$ cat src/rtl/tbrl_pkg.sv
// package with constants and types for the token bucket rate limiter
package tbrl_pkg;

  localparam int TOKEN_BITS = 16;
  localparam int NOW_BITS   = 48;
  localparam int TIME_BITS  = 48;
  localparam int PROD_BITS  = TIME_BITS + TOKEN_BITS;
  localparam int CNT_BITS   = $clog2(PROD_BITS);
  localparam int CFG_BITS   = 2;

  localparam logic [CNT_BITS-1:0] MUL_LAST = CNT_BITS'(TOKEN_BITS - 1);
  localparam logic [CNT_BITS-1:0] DIV_LAST = CNT_BITS'(PROD_BITS - 1);

  localparam logic [TOKEN_BITS-1:0] CAPACITY_RESET = TOKEN_BITS'(10);
  localparam logic [TOKEN_BITS-1:0] REFILL_RESET   = TOKEN_BITS'(1);
  localparam logic [TOKEN_BITS-1:0] INTERVAL_RESET = TOKEN_BITS'(1000);

  typedef enum logic [CFG_BITS-1:0] {
    CFG_CAPACITY      = 2'd0,
    CFG_REFILL_TOKENS = 2'd1,
    CFG_INTERVAL_MS   = 2'd2
  } cfg_index_t;

  typedef enum logic [2:0] {
    ST_IDLE,
    ST_CHECK,
    ST_MUL,
    ST_DIV,
    ST_APPLY,
    ST_FINISH
  } state_t;

endpackage

$ cat src/rtl/token_bucket_rate_limiter.sv
// token bucket rate limiter top level with shift-add multiply and restoring divide
// A request goes from the check straight to the finish when the bucket already holds the
// tokens asked for; else a refill is worked out first (elapsed time times refill_tokens by
// shift-add, then a one-bit-per-cycle restoring divide by interval_ms), and in both cases the
// result may wait in the output register. in_stall is high while a request is in work.
// Configuration writes are always taken and must be done while idle.
module token_bucket_rate_limiter (
  input  logic                             clk,
  input  logic                             rst,
  input  logic                             in_valid,
  output logic                             in_stall,
  input  logic [tbrl_pkg::TOKEN_BITS-1:0]  request_tokens,
  input  logic [tbrl_pkg::NOW_BITS-1:0]    now_ms,
  output logic                             out_valid,
  input  logic                             out_stall,
  output logic                             granted,
  output logic [tbrl_pkg::TOKEN_BITS-1:0]  tokens_left,
  input  logic                             cfg_valid,
  output logic                             cfg_ready,
  input  logic [tbrl_pkg::CFG_BITS-1:0]    cfg_index,
  input  logic [tbrl_pkg::TOKEN_BITS-1:0]  cfg_data
);
  import tbrl_pkg::*;

  state_t state, state_next;

  logic [TOKEN_BITS-1:0] capacity;
  logic [TOKEN_BITS-1:0] refill_tokens;
  logic [TOKEN_BITS-1:0] interval_ms;
  logic [TOKEN_BITS-1:0] available_tokens;
  logic [TIME_BITS-1:0]  last_refill_time;

  logic [TOKEN_BITS-1:0] req;
  logic [TIME_BITS-1:0]  now;
  logic [TIME_BITS-1:0]  elapsed;
  logic [TOKEN_BITS-1:0] rate_sh;
  logic [TOKEN_BITS-1:0] divisor;
  logic [PROD_BITS-1:0]  prod;
  logic [TOKEN_BITS-1:0] rem;
  logic [TOKEN_BITS-1:0] quot;
  logic                  sat;
  logic [CNT_BITS-1:0]   cnt;
  logic                  res_granted;
  logic [TOKEN_BITS-1:0] res_left;

  logic                  accept;
  logic                  load_out;
  logic                  out_free;

  logic                  first_ok;
  logic [TOKEN_BITS:0]   rsh;
  logic                  ge;
  logic                  fill_nz;
  logic [TOKEN_BITS-1:0] fill;
  logic [TOKEN_BITS:0]   sum_raw;
  logic [TOKEN_BITS-1:0] sum;
  logic                  second_ok;

  // next state
  always_comb begin
    state_next = state;
    case (state)
      ST_IDLE: begin
        if (in_valid) state_next = ST_CHECK;
      end
      ST_CHECK: begin
        state_next = first_ok ? ST_FINISH : ST_MUL;
      end
      ST_MUL: begin
        if (cnt == MUL_LAST) state_next = ST_DIV;
      end
      ST_DIV: begin
        if (cnt == DIV_LAST) state_next = ST_APPLY;
      end
      ST_APPLY: begin
        state_next = ST_FINISH;
      end
      ST_FINISH: begin
        if (out_free) state_next = ST_IDLE;
      end
      default: begin
        state_next = ST_IDLE;
      end
    endcase
  end

  // handshake outputs
  always_comb begin
    in_stall  = (state != ST_IDLE);
    cfg_ready = 1'b1;
    out_free  = !out_valid || !out_stall;
    accept    = in_valid && (state == ST_IDLE);
    load_out  = (state == ST_FINISH) && out_free;
  end

  // datapath helpers
  always_comb begin
    first_ok  = (req <= available_tokens);
    rsh       = {rem, prod[PROD_BITS-1]};
    ge        = (rsh >= {1'b0, divisor});
    fill_nz   = sat || (quot != '0);
    fill      = (sat || (quot > capacity)) ? capacity : quot;
    sum_raw   = {1'b0, available_tokens} + {1'b0, fill};
    sum       = (sum_raw > {1'b0, capacity}) ? capacity : sum_raw[TOKEN_BITS-1:0];
    second_ok = (req <= sum);
  end

  always_ff @(posedge clk) begin
    if (rst) begin
      state     <= ST_IDLE;
      out_valid <= 1'b0;
    end else begin
      state <= state_next;
      if (load_out) begin
        out_valid <= 1'b1;
      end else if (!out_stall) begin
        out_valid <= 1'b0;
      end
    end
  end

  // configuration and bucket state
  always_ff @(posedge clk) begin
    if (rst) begin
      capacity         <= CAPACITY_RESET;
      refill_tokens    <= REFILL_RESET;
      interval_ms      <= INTERVAL_RESET;
      available_tokens <= '0;
      last_refill_time <= '0;
    end else begin
      if (cfg_valid && cfg_ready) begin
        case (cfg_index)
          CFG_CAPACITY:      capacity      <= cfg_data;
          CFG_REFILL_TOKENS: refill_tokens <= cfg_data;
          CFG_INTERVAL_MS:   interval_ms   <= cfg_data;
          default: ;
        endcase
      end
      if (state == ST_CHECK && first_ok) begin
        available_tokens <= available_tokens - req;
      end
      if (state == ST_APPLY) begin
        available_tokens <= second_ok ? sum - req : sum;
        if (fill_nz) last_refill_time <= now;
      end
    end
  end

  // shared shift-add and restoring divide sequence
  always_ff @(posedge clk) begin
    case (state)
      ST_IDLE: begin
        if (accept) begin
          req <= request_tokens;
          now <= now_ms[TIME_BITS-1:0];
        end
      end
      ST_CHECK: begin
        elapsed     <= (now >= last_refill_time) ? now - last_refill_time : '0;
        rate_sh     <= refill_tokens;
        divisor     <= (interval_ms == '0) ? TOKEN_BITS'(1) : interval_ms;
        prod        <= '0;
        cnt         <= '0;
        res_granted <= 1'b1;
        res_left    <= available_tokens - req;
      end
      ST_MUL: begin
        prod    <= {prod[PROD_BITS-2:0], 1'b0}
                   + (rate_sh[TOKEN_BITS-1] ? {{TOKEN_BITS{1'b0}}, elapsed} : '0);
        rate_sh <= {rate_sh[TOKEN_BITS-2:0], 1'b0};
        cnt     <= (cnt == MUL_LAST) ? '0 : cnt + 1'b1;
        rem     <= '0;
        quot    <= '0;
        sat     <= 1'b0;
      end
      ST_DIV: begin
        rem  <= ge ? rsh[TOKEN_BITS-1:0] - divisor : rsh[TOKEN_BITS-1:0];
        quot <= {quot[TOKEN_BITS-2:0], ge};
        sat  <= sat | quot[TOKEN_BITS-1];
        prod <= {prod[PROD_BITS-2:0], 1'b0};
        cnt  <= cnt + 1'b1;
      end
      ST_APPLY: begin
        res_granted <= second_ok;
        res_left    <= second_ok ? sum - req : sum;
      end
      ST_FINISH: begin
        if (load_out) begin
          granted     <= res_granted;
          tokens_left <= res_left;
        end
      end
      default: ;
    endcase
  end

  a_accept_to_check: assert property (@(posedge clk) disable iff (rst)
    (in_valid && !in_stall) |=> state == ST_CHECK)
    else $error("accepted request did not start the check");

  a_result_from_finish: assert property (@(posedge clk) disable iff (rst)
    $rose(out_valid) |-> $past(state) == ST_FINISH)
    else $error("result shown without finishing a request");

  a_div_follows_mul: assert property (@(posedge clk) disable iff (rst)
    (state == ST_MUL && cnt == MUL_LAST) |=> (state == ST_DIV && cnt == '0))
    else $error("divide did not start after multiply");

  a_busy_stalls: assert property (@(posedge clk) disable iff (rst)
    (state == ST_MUL || state == ST_DIV) |-> in_stall)
    else $error("input open while a request is in work");

endmodule
$ cat config.mk
export PLATFORM = sky130hd
export DESIGN_NAME = token_bucket_rate_limiter
export DESIGN_NICKNAME = d
export VERILOG_FILES = /design/src/rtl/tbrl_pkg.sv /design/src/rtl/token_bucket_rate_limiter.sv
export SDC_FILE = /design/constraint.sdc
export NUM_CORES = 1
export LEC_CHECK = 0
export BUFFER_PORTS_ARGS = -buffer_cell sky130_fd_sc_hd__buf_2
export CAP_MARGIN = 20
export CORE_UTILIZATION = 46
export CTS_BUF_LIST = sky130_fd_sc_hd__clkbuf_4 sky130_fd_sc_hd__clkbuf_8 sky130_fd_sc_hd__clkbuf_16
export DETAILED_ROUTE_END_ITERATION = 16
export SYNTH_ARGS = -nofsm -noshare
export SYNTH_HDL_FRONTEND = slang
export SYNTH_SLANG_ARGS = --single-unit
$ cat constraint.sdc
create_clock -name clk -period 25.3 [get_ports clk]
set_clock_uncertainty 0.2 [all_clocks]
set_input_delay 5.06 -clock clk [delete_from_list [all_inputs] [get_ports clk]]
set_output_delay 5.06 -clock clk [all_outputs]
set_load 0.02 [all_outputs]
==> flow_summary.yaml, run 1 <==
run_status:
  status: "completed"
detailed_routing:
  dr.pass1.iters: 5
  vias_per_cell: 5.59
  drt_iter0_drc: 1372
  final_antenna_net_count: 0
  drt-total-wl_mm: 59.8
  vias: 19000
  wl_per_cell_microns: 17.7
  drc: 0
power:
  switchingPower_mw: 1.36
  power_density_mw_per_mm2: 124
  seqPwrFrac: 0.320
  p_int_mw: 2.01
  pwr-share-comb: 0.481
  pwr-share-clk: 0.199
  sw_frac_of_total: 0.405
  power.leakage_nw: 10.7
  irDropWorstVdd_mv: 0.0718
synth:
  yosys.area.top_type: "edfxtp_1"
  synth_seq_cells: 397
  ys.flop_type: "edfxtp_1"
  synth.distinct_cells: 96
  synthArstFlopShare: 0
  synth_area_leaders: "edfxtp_1 34%, ha_1 9.8%, dfxtp_1 9.5%"
  syn-cell-area_sq_mm: 0.0245
  synthCells: 2615
  synth_nets: 2900
  yosysSeqAreaShare: 0.439
  ys_warn_count: 0
  synth.avg_cell_area_sq_um: 9.38
  synth_edf_count: 281
  netlist.area_leader.share: 0.344
die:
  start_util: 0.466
  die_w_microns: 233
  core_area_sq_mm: 0.0527
  die_area_sq_mm: 0.0542
  io_pins: 107
  die_h_microns: 233
  rows: 84
critical_path:
  cp.required_ps: 25430
  critical_path_class: "reg -> reg"
  worst_ep_arrival_time_ps: 10080
  end_kind: "register"
  max_stage_delay_ps: 720
  startpoint_type: "register"
  crit_fanout: 17
  cp_slowest_cell: "a211oi_2"
global_routing:
  grt_max_degree: 87
  grt_usage: 0.221
  grt_pass1_wl_mm: 96.0
  grt_overflow: 0
  antenna_found_initial: 0
  grt_pass1_vias: 18000
clock_tree:
  post_cts_buffers: 0
  numCtsBuffers: 44
  cts.htree.levels: 2
  clock_sinks: 397
  clkTransAtPathRegs_ps: 60
  root_buffer: "clkbuf_16"
  ctsHoldBuffers: 0
  clk_latency_ps: 590
  cts_tree: "yes"
  cts_resized: 0
  cts_buffer_depth: 3
sta:
  timing.final.crit_share: 0.393
  fin_ws_ps: 15350
  hold_viol_final: 0
  worst_pin_slew_ps: 1110
  slew_headroom: 0.259
  finalCriticalPeriod_ps: 9950
  rsz0062_at_grt: "false"
  finalSetupViolCount: 0
  tns_ps: 0
  slew_violations: 0
  max_freq_mhz: 100
final_layout:
  layout_common_cells: "332 x nand2_1, 281 x edfxtp_1, 268 x a21oi_1"
  area_growth_pct: 10.6
  n_fill_cell: 4845
  antenna_cells: 0
  final_common_cell: "nand2_1"
  drive_above_1_share: 0.108
  fin_nets: 2952
worst_hold_path:
  worstHoldPathType: "reg -> reg"
placement:
  post-place-ws_ps: 15540
  portBuffers: 105
  dp_hpwl_mm: 43.7
  gp_congestion: 0.926
job:
  cap_violations: 0
## Yosys cell counts, types with 6 or more instances
cell / number
nor4_1: 14
xnor2_1: 85
inv_1: 151
o211ai_1: 7
and2_1: 58
mux2i_1: 23
dfxtp_1: 116
nor2_1: 244
nor3_1: 44
nor2b_1: 22
nand2b_1: 30
clkbuf_1: 87
ha_1: 192
o31ai_1: 10
o21bai_1: 19
edfxtp_1: 281
a211oi_1: 25
nand2_1: 332
buf_2: 16
a211o_1: 7
or2_2: 7
nand3_1: 40
a31oi_1: 15
or3_1: 17
nand4_1: 30
and3_1: 29
o21a_1: 25
a21oi_1: 269
buf_1: 7
fa_1: 6
a21o_1: 62
xor2_1: 56
o21ai_1: 12
o21ai_0: 99
nand3b_1: 11
mux2_2: 47
## power groups by stage
stage                     combinational (mW)  sequential (mW)  clock, mW
final                                   1.62             1.08      0.670
after global routing                    1.81             1.10      0.708
after CTS                               1.61             1.08      0.685
after detailed placement                1.60             1.09          0
after global placement                  1.59             1.09          0
after floorplan                         1.25             1.06          0
## final cells by class
class / count / area, sq um / area share
Timing Repair Buffer: 120 / 641 / 0.0236
Multi-Input combinational cell: 1951 / 12800 / 0.471
Inverter: 153 / 574 / 0.0212
Sequential cell: 397 / 10800 / 0.397
Clock buffer: 57 / 1230 / 0.0455
Clock inverter: 24 / 284 / 0.0105
Tap cell: 688 / 861 / 0.0317
## sequential cells by signal, indices dropped and copies added (netlist names)
register / cells
refill_tokens: 16
sat: 1
capacity: 16
res_left: 16
cnt: 6
available_tokens: 16
divisor: 16
rem: 16
prod: 64
granted: 1
elapsed: 48
quot: 16
res_granted: 1
tokens_left: 16
state: 3
req: 16
out_valid: 1
rate_sh: 16
now: 48
interval_ms: 16
last_refill_time: 48
## final timing paths
| check | start | endpoint | slack [ps] | depth (start not counted) |
|---|---|---|---|---|
| max | quot[1] | res_left[13] | 15350 | 44 |
| max reg2reg | quot[1] | res_left[13] | 15350 | 44 |
| min reg2reg | res_left[11] | tokens_left[11] | 220 | 0 |
| min | res_left[11] | tokens_left[11] | 220 | 0 |
## per-stage QoR
stage	instance area [sq um]	util	std cells	total power, mW	hold WS, ps
2_1_floorplan	24500	-	2615	2.31	200
3_5_place_dp	25600	0.486	3309	2.69	207
3_3_place_gp	25600	0.486	3309	2.67	209
4_1_cts	27100	0.515	3390	3.38	217
5_1_grt	27100	0.515	3390	3.62	237
6_report	27100	0.515	3390	3.37	218
## worst max-delay path: cells and delay by family, from the launching register on
| kind | cells | cell delay, ps |
|---|---|---|
| AO/OA/AOI/OAI | 21 | 4420 |
| adder cells (fa/ha/maj) | 6 | 1810 |
| AND/OR/NAND/NOR | 11 | 1770 |
| multiplexers | 2 | 700 |
| flip-flops | 1 | 460 |
| buffers and inverters | 3 | 170 |
| XOR/XNOR | 1 | 140 |
## cells by family after synthesis
group	count (synthesis)	share of synthesized area
muxes	70	0.0310
buffers and inverters	267	0.0424
and+or+nand+nor	904	0.171
other	1	0.000153
DFF	397	0.439
xor gates and xnor gates	141	0.0504
adders and majority gates	198	0.103
AOI/OAI and AO/OA	637	0.164
## metal layers
layer	vias up	GRT usage	wire length, microns
li1	9433	-	-
met1	8945	0.335	29900
met2	499	0.327	25300
met3	81	0.0303	3340
met4	0	0.0596	1320
met5	-	0	0
No activity file was read; power rests on OpenSTA's default activity.
==> run 2: changes to the inputs <==
- ABC_AREA: default -> 1
- clock period: 25.3 -> 9.1 ns (I/O delays scaled with it)
==> flow_summary.yaml, run 2 <==
die:
  die_area_sq_mm: 0.0580
  rows: 87
  die_w_microns: 241
  core_area_sq_mm: 0.0564
  io_pins: 107
  die_h_microns: 241
  start_util: 0.465
clock_tree:
  post_cts_buffers: 0
  clkTransAtPathRegs_ps: 60
  cts.htree.levels: 2
  numCtsBuffers: 46
  root_buffer: "clkbuf_16"
  cts_resized: 0
  clk_latency_ps: 600
  cts_buffer_depth: 3
  clock_sinks: 397
  ctsHoldBuffers: 0
  cts_tree: "yes"
final_layout:
  regMostFlops: "prod"
  multi_input_area_sq_mm: 0.0131
  final_common_cell: "nand2_1"
  register_area_sq_mm: 0.0108
  layout_common_cells: "702 x nand2_1, 540 x inv_1, 329 x a21oi_1"
  area_growth_pct: 11.0
  drive_above_1_share: 0.0746
  n_fill_cell: 5542
  antenna_cells: 0
  fin_nets: 3760
  largest_reg_flops: 64
synth:
  synth.distinct_cells: 69
  netlist.area_leader.share: 0.322
  synth.avg_cell_area_sq_um: 7.72
  ys_warn_count: 0
  synthCells: 3398
  synth.most_common_cell: "nand2_1"
  synth_nets: 3683
  synth_area_leaders: "edfxtp_1 32%, nand2_1 10%, ha_1 9.2%"
  ys.flop_type: "edfxtp_1"
  synthArstFlopShare: 0
  synth_seq_cells: 397
  yosys.area.top_type: "edfxtp_1"
  yosysSeqAreaShare: 0.410
  yosys-top-cells-count: "703 x nand2_1, 541 x inv_1, 330 x a21oi_1"
  syn-cell-area_sq_mm: 0.0262
  synth_edf_count: 281
run_status:
  status: "completed"
sta:
  tns_ps: 0
  slew_violations: 0
  whs_ps: 223
  hold_viol_final: 0
  max_freq_mhz: 125
  worst_pin_slew_ps: 1100
  finalSetupViolCount: 0
  finalCriticalPeriod_ps: 8030
  slew_headroom: 0.264
  rsz0062_at_grt: "false"
  timing.final.crit_share: 0.883
detailed_routing:
  drt_iter0_drc: 1771
  vias_per_cell: 5.27
  final_antenna_net_count: 0
  drt-total-wl_mm: 71.5
  vias: 22500
  dr.pass1.iters: 6
  wl_per_cell_microns: 16.7
  drc: 0
critical_path:
  cp.required_ps: 9260
  worst_ep_arrival_time_ps: 8190
  cp_slowest_cell: "or2_2"
  end_kind: "register"
  critical_path_class: "reg -> reg"
  startpoint_type: "register"
  max_stage_delay_ps: 530
  critPathMostFrequentCell: "nand2_1"
  crit_fanout: 32
global_routing:
  grt_overflow: 0
  use_met1: 0.378
  grt_max_degree: 113
  grtUsageMet2: 0.365
  grt_pass1_wl_mm: 114
  grt_usage: 0.248
  busiest_layer: "met1"
  grt_pass1_vias: 21400
  antenna_found_initial: 0
  use_met3: 0.0374
worst_hold_path:
  worstHoldPathType: "reg -> reg"
power:
  power_density_mw_per_mm2: 327
  power.leakage_nw: 13.3
  irDropWorstVdd_mv: 0.185
placement:
  gp_congestion: 0.938
  portBuffers: 105
  dp_hpwl_mm: 54.9
job:
  cap_violations: 0
run 2: per-layer routing:
metal,wire (microns),vias up
li1,-,11500
met4,1440,0
met1,36600,10400
met3,4280,84
met5,0,-
met2,29200,558
run 2: where the power goes:
group / switching, mW / internal [mW]
registers: 0.257 / 2.66
clock network: 0.795 / 1.18
logic: 3.17 / 1.46
run 2: area by class of cell:
| cell class | instances | share of cell area |
|---|---|---|
| clock buffers | 60 | 0.0442 |
| clock inverters | 26 | 0.0120 |
| inverters | 544 | 0.0702 |
| multi-input cells | 2366 | 0.449 |
| flip-flops and latches | 397 | 0.370 |
| well taps | 756 | 0.0325 |
| repair buffers | 120 | 0.0229 |
run 2: logic make-up after synthesis:
group / after synthesis / share of synthesized area
simple gates: 1291 / 0.204
flops: 397 / 0.410
xor+xnor: 81 / 0.0271
compound gates: 795 / 0.169
buf+inv: 635 / 0.0934
other cells: 1 / 0.000143
fa+ha+maj: 198 / 0.0962
run 2: path summary, 6_finish.rpt:
kind,startpoint,endpoint,slack (ps),cells after the start
max,quot[15],res_left[1],1070,46
min,res_left[15],tokens_left[15],220,0
max reg2reg,quot[15],res_left[1],1070,46
min reg2reg,res_left[15],tokens_left[15],220,0
run 2: worst max-delay path, delay by kind of cell (launching register included):
kind,cells,cell delay (ps)
adder cells (fa/ha/maj),6,1800
XOR/XNOR,1,170
flip-flops,1,430
AND/OR/NAND/NOR,30,4080
AO/OA/AOI/OAI,4,620
buffers and inverters,5,460
run 2: per-stage QoR:
| stage | utilization | cells | setup slack [ps] | area [sq um] | power (mW) |
|---|---|---|---|---|---|
| floorplan | - | 3398 | 2420 | 26200 | 6.25 |
| global placement | 0.486 | 4181 | 1250 | 27400 | 7.47 |
| detailed placement | 0.486 | 4181 | 1160 | 27400 | 7.51 |
| CTS | 0.515 | 4267 | 1130 | 29100 | 9.53 |
| global route | 0.516 | 4269 | 321 | 29100 | 10.3 |
| finish | 0.516 | 4269 | 1070 | 29100 | 9.53 |
